## src/prcb_pkg.sv

```systemverilog
// ----------------------------------------------------------------------------
// prcb_pkg
// Types and codes shared by the cel blitter modules.
// ----------------------------------------------------------------------------
`default_nettype none

package prcb_pkg;

  // Bus action codes as they arrive on the request channel.
  localparam logic [1:0] ACT_LOAD  = 2'd0;
  localparam logic [1:0] ACT_READ  = 2'd1;
  localparam logic [1:0] ACT_START = 2'd2;
  localparam logic [1:0] ACT_CODE  = 2'd3;

  // Configuration register indexes.
  localparam int unsigned CFG_IDX_W = 3;
  localparam logic [CFG_IDX_W-1:0] REG_POS_X     = 3'd0;
  localparam logic [CFG_IDX_W-1:0] REG_POS_Y     = 3'd1;
  localparam logic [CFG_IDX_W-1:0] REG_SPRITE_PR = 3'd2;
  localparam logic [CFG_IDX_W-1:0] REG_TRANSP    = 3'd3;
  localparam logic [CFG_IDX_W-1:0] REG_MIRROR    = 3'd4;
  localparam logic [CFG_IDX_W-1:0] REG_CEL_W     = 3'd5;
  localparam logic [CFG_IDX_W-1:0] REG_CEL_H     = 3'd6;

  // Priority nibbles: control lines lie below this band.
  localparam logic [3:0] PRI_CTRL_LIMIT = 4'h3;
  localparam logic [3:0] PRI_FLOOR      = 4'h4;

  typedef struct packed {
    logic [1:0]  action;
    logic [14:0] pixel_addr;
    logic [7:0]  pixel_data;
    logic [7:0]  code_byte;
  } in_t;

  typedef struct packed {
    logic [7:0] read_data;
    logic       hidden;
    logic       cel_done;
  } out_t;

  typedef enum logic [1:0] {
    OP_LOAD  = 2'd0,
    OP_READ  = 2'd1,
    OP_START = 2'd2,
    OP_CODE  = 2'd3
  } op_e;

  // One classified request waiting for the back end.
  typedef struct packed {
    op_e         op;
    logic        addr_ok;
    logic [14:0] addr;
    logic [7:0]  data;
    logic [7:0]  code;
  } cmd_t;

  typedef struct packed {
    logic                 we;
    logic [CFG_IDX_W-1:0] idx;
    logic [7:0]           data;
  } cfg_wr_t;

endpackage

`default_nettype wire

```

## src/prcb_front.sv

```systemverilog
// ----------------------------------------------------------------------------
// prcb_front
// Accepts requests, classifies them and queues them for the back end.
// ----------------------------------------------------------------------------
`default_nettype none

module prcb_front #(
  parameter int unsigned STORE_SIZE = 26880
) (
  input  wire logic           clk_i,
  input  wire logic           rst_ni,
  input  wire logic           push,
  output logic                full,
  input  wire prcb_pkg::in_t  item_i,
  output logic                cmd_valid_o,
  input  wire logic           cmd_pop_i,
  output prcb_pkg::cmd_t      cmd_o
);

  localparam int unsigned DEPTH = 2;

  prcb_pkg::cmd_t slot_q [DEPTH];
  logic           wr_ptr_q, wr_ptr_d;
  logic           rd_ptr_q, rd_ptr_d;
  logic [1:0]     count_q, count_d;
  prcb_pkg::cmd_t cmd_new;
  logic           do_push;

  // Classify the incoming request.
  always_comb begin
    cmd_new.addr    = item_i.pixel_addr;
    cmd_new.data    = item_i.pixel_data;
    cmd_new.code    = item_i.code_byte;
    cmd_new.addr_ok = (32'(item_i.pixel_addr) < 32'(STORE_SIZE));
    case (item_i.action)
      prcb_pkg::ACT_LOAD:  cmd_new.op = prcb_pkg::OP_LOAD;
      prcb_pkg::ACT_READ:  cmd_new.op = prcb_pkg::OP_READ;
      prcb_pkg::ACT_START: cmd_new.op = prcb_pkg::OP_START;
      default:             cmd_new.op = prcb_pkg::OP_CODE;
    endcase
  end

  assign full        = (count_q == 2'(DEPTH));
  assign do_push     = push && !full;
  assign cmd_valid_o = (count_q != 2'd0);
  assign cmd_o       = slot_q[rd_ptr_q];

  // Pointer and fill bookkeeping.
  always_comb begin
    wr_ptr_d = wr_ptr_q;
    rd_ptr_d = rd_ptr_q;
    count_d  = count_q;
    if (do_push) begin
      wr_ptr_d = !wr_ptr_q;
    end
    if (cmd_pop_i) begin
      rd_ptr_d = !rd_ptr_q;
    end
    if (do_push && !cmd_pop_i) begin
      count_d = count_q + 2'd1;
    end else if (!do_push && cmd_pop_i) begin
      count_d = count_q - 2'd1;
    end
  end

  always_ff @(posedge clk_i or negedge rst_ni) begin
    if (!rst_ni) begin
      wr_ptr_q <= 1'b0;
      rd_ptr_q <= 1'b0;
      count_q  <= 2'd0;
    end else begin
      wr_ptr_q <= wr_ptr_d;
      rd_ptr_q <= rd_ptr_d;
      count_q  <= count_d;
    end
  end

  // Queue storage carries no reset.
  always_ff @(posedge clk_i) begin
    if (do_push) begin
      slot_q[wr_ptr_q] <= cmd_new;
    end
  end

endmodule

`default_nettype wire

```

## config.mk

```make
export PLATFORM = sky130hd
export DESIGN_NAME = prcb_front
export DESIGN_NICKNAME = d
export VERILOG_FILES = /design/src/prcb_pkg.sv /design/src/prcb_front.sv
export SDC_FILE = /design/constraint.sdc
export NUM_CORES = 1
export LEC_CHECK = 0
export BUFFER_PORTS_ARGS = -buffer_cell sky130_fd_sc_hd__buf_4
export CAP_MARGIN = 20
export CORE_MARGIN = 1
export CORE_UTILIZATION = 36
export DETAILED_ROUTE_END_ITERATION = 8
export SKIP_CTS_REPAIR_TIMING = 1
export SYNTH_ARGS = -nofsm -noshare
export SYNTH_HDL_FRONTEND = slang
export SYNTH_SLANG_ARGS = --single-unit
export TNS_END_PERCENT = 5
```

## constraint.sdc

```tcl
create_clock -name clk_i -period 3.45 [get_ports clk_i]
set_input_delay 1.035 -clock clk_i [delete_from_list [all_inputs] [get_ports clk_i]]
set_output_delay 1.035 -clock clk_i [all_outputs]
set_load 0.1 [all_outputs]
```

==> metrics list <==
- The setup path with the least slack is of type flip-flop to output port.
* Die height: around 91 microns
* Number of enable flip-flop cells after synthesis: 68
* Count of vias placed by the detailed router: about 1400
- The cell sitting at the root of the clock tree is a sky130_fd_sc_hd__clkbuf_8.
- In the finished design, the share of the clock period the worst path needs comes to 0.805.
* Met3 capacity usage during global routing: 0.0488
- Drt wl/cell: between 10 and 15 microns
- Source-to-sink clock delay at the later pin of the worst-skew pair: 0.33 ns
- Count of inserted antenna diode cells: 0
- Hold violation count in the final report: 0
- Final-report max-slew violation count: 0
- 73 I/O pins were placed.
* CTS tree: done
- For this run, the register share of the synthesized area comes to 0.758.
- Antenna-violating nets left: 0
- Die footprint: 8210 sq um
- Reg clk slew, reported paths: roughly 0.070 ns
- Entering global routing, the biggest net connects 35 pins.
* Minimum period implied by the final worst setup slack: 2.78 ns
* Syn_nets: about 170
* Die Wd: 90.6 microns
- Delay of the slowest cell on the worst path: 0.54 ns
- R2r startpoint: count_q[0]
- Area growth from synthesis to layout: 29.7%
* Nets@finish: ~250
- Worst Max-Slew Pin Slew: between 0.8 and 0.9 ns
- Portion of synthesized cell area occupied by the leading cell type: 0.722
* Initial core utilization: 0.382
- The cell area that synthesis handed to floorplanning was ~2800 sq um.
- Synthesis inferred 72 register bits.
- In the final layout, the share of cells above drive strength 1 is 0.577.
* Min-delay worst type: input port to asynchronous set/reset pin
- All-Layer GR Usage: 0.118
- For this block, the initial DRC count from the detailed router was 28.
- CTS H-tree lvls: 3
* Async S/R FF share, synth: 0.0556
- On the final layout, the worst clock skew is between 0.003 and 0.004 ns.
- Category of the worst setup path capture point: output port
* Total Routed Length: approximately 4400 microns
- The first global-routing pass estimated about 7000 microns of wire.
* Clock tree buffer depth: 2
- For met1 alone, demand over resource in global routing was 0.144.
- For this run, global-route usage on met2 was measured as 0.175.
- Maximum operating frequency: 0.360 GHz
* Number of maximum-capacitance violations: 0
- Data on the critical path arrives at its endpoint at 1.74 ns.
* Setup tns final: 0 ns
- Detailed placement ended at an HPWL of 2900 microns.
* DR vias/cell: 4.37
- Detailed-router iteration count before antenna repair: 4
- Grt peak-use layer: met2
- In the post-synthesis netlist, the cell with the most instances is sky130_fd_sc_hd__edfxtp_1.
* Worst-path cell chain: buf_12, mux2_2, buf_4
* Outcome: completed
- Crit path required time: ~2.4 ns
- The number of global-route vias before repair came to ~1400.
- Top post-synthesis cells by area: sky130_fd_sc_hd__edfxtp_1 (72%), sky130_fd_sc_hd__mux2_4 (15%), sky130_fd_sc_hd__dfrtp_1 (3.5%)
* Crit-path slowest cell: sky130_fd_sc_hd__dfrtp_2
* Crit path launch type: flip-flop
* Number of buffers added on ports: 72
- Antenna violations before repair: 0
- Worst setup startpoint: rd_ptr_q
* Crit Path Max Fanout: 27
- Setup repair after global routing left no endpoint under its margin.
- After detailed routing, the number of remaining DRC violations is 0.
* Row count: 31
* Overflow left after global routing: 0
* Number of standard cells after synthesis: ~130
- Clock tree synthesis found a total of 72 sinks.
- The synthesized netlist contains 18 unique library cells.
* Final Wtd Congestion: ~0.67
- Warnings from Yosys: 0
- Headroom to the max-slew limit came out at 0.457.
- Dominant synthesized flop cell: sky130_fd_sc_hd__edfxtp_1
- Core ar.: approximately 7400 sq um
- Largest area contributor in the netlist: sky130_fd_sc_hd__edfxtp_1
- Avg Inst Size Synth: ~22 sq um
- Number of setup violations in the final report: 0
- In this run, CTS created clock tree buffers numbering 9.
- By count the netlist is led by sky130_fd_sc_hd__edfxtp_1 (68), sky130_fd_sc_hd__mux2_4 (29), sky130_fd_sc_hd__mux2_2 (5), sky130_fd_sc_hd__dfrtp_1 (4).
==> final cells by class <==
class | count | area [sq um]
Inverter | 3 | 11.3
Tap cell | 99 | 124
Clock inverter | 5 | 71.3
Clock buffer | 11 | 131
Sequential cell | 72 | 2140
Multi-Input combinational cell | 48 | 603
Fill cell | 624 | 3740
Timing Repair Buffer | 74 | 581
==> flip-flops by register name, summed over array words and instances (netlist names) <==
| signal | cells |
|---|---|
| rd_ptr_q | 1 |
| count_q | 2 |
| slot_q | 68 |
| wr_ptr_q | 1 |
==> logic make-up after synthesis <==
logic type | share of synthesized area
AO/OA/AOI/OAI | 0.00576
XOR/XNOR | 0.0155
adder cells (fa/ha/maj) | 0.00443
buffers and inverters | 0.0319
flip-flops | 0.758
multiplexers | 0.174
AND/OR/NAND/NOR | 0.0106
==> metal layers <==
layer	vias to the layer above	share of wire	wire [microns]
li1	651	-	-
met5	-	0	0
met1	648	0.45	1960
met3	6	0.082	361
met4	0	0.012	51
met2	57	0.46	2030
==> cell usage in the layout (no fill, tap or decap) <==
cell | netlist | routed
sky130_fd_sc_hd__edfxtp_1 | 68 | 68
sky130_fd_sc_hd__nand2_1 | 1 | 1
sky130_fd_sc_hd__buf_12 | 3 | 2
sky130_fd_sc_hd__ha_1 | 1 | 1
sky130_fd_sc_hd__mux2_2 | 5 | 5
sky130_fd_sc_hd__o211ai_1 | 1 | 1
sky130_fd_sc_hd__mux2_4 | 29 | 29
sky130_fd_sc_hd__xnor2_1 | 2 | 2
sky130_fd_sc_hd__nor2_1 | 2 | 1
sky130_fd_sc_hd__clkinv_1 | 0 | 3
sky130_fd_sc_hd__clkbuf_1 | 2 | 2
sky130_fd_sc_hd__dfrtp_1 | 4 | 3
sky130_fd_sc_hd__nand2b_1 | 1 | 1
sky130_fd_sc_hd__dfrtp_2 | 0 | 1
sky130_fd_sc_hd__nor2_4 | 0 | 1
sky130_fd_sc_hd__buf_4 | 0 | 72
sky130_fd_sc_hd__or2_2 | 1 | 1
sky130_fd_sc_hd__clkbuf_8 | 0 | 9
sky130_fd_sc_hd__o31a_1 | 1 | 1
sky130_fd_sc_hd__inv_1 | 3 | 3
sky130_fd_sc_hd__and3_2 | 0 | 1
sky130_fd_sc_hd__bufinv_16 | 0 | 2
sky130_fd_sc_hd__xor2_1 | 3 | 3
==> final timing paths <==
check                                 to  slack (ns)  cells after the start
setup / recovery                cmd_o[1]        0.67                      3
hold / removal                count_q[1]        0.49                      1
setup reg to reg           slot_q[0][11]        1.71                      4
hold reg to reg               count_q[1]        0.49                      1
max in group asynchronous       rd_ptr_q        2.84                      1
min in group clk_i            count_q[1]        0.49                      1
==> worst max-delay path: cells and delay by family (launching register included) <==
family	cells	cell delay (ns)
buf+inv	2	0.50
flops	1	0.54
mux	1	0.36
==> through the flow <==
| stage | cells | hold WS [ns] | utilization | instance area, sq um | setup slack (ns) |
|---|---|---|---|---|---|
| final | 312 | 0.491 | 0.495 | 3660 | 0.673 |
| after global routing | 312 | 0.464 | 0.495 | 3660 | 0.566 |
| after CTS | 312 | 0.471 | 0.495 | 3660 | 0.635 |
| after detailed placement | 296 | 0.479 | 0.467 | 3460 | 1.01 |
| after global placement | 296 | 0.474 | 0.467 | 3460 | 1.01 |
| after floorplan | 129 | 0.456 | - | 2830 | 0.464 |
Power is not shown: default switching activity piles up to over one toggle a cycle in this logic, so the estimate is an artifact.
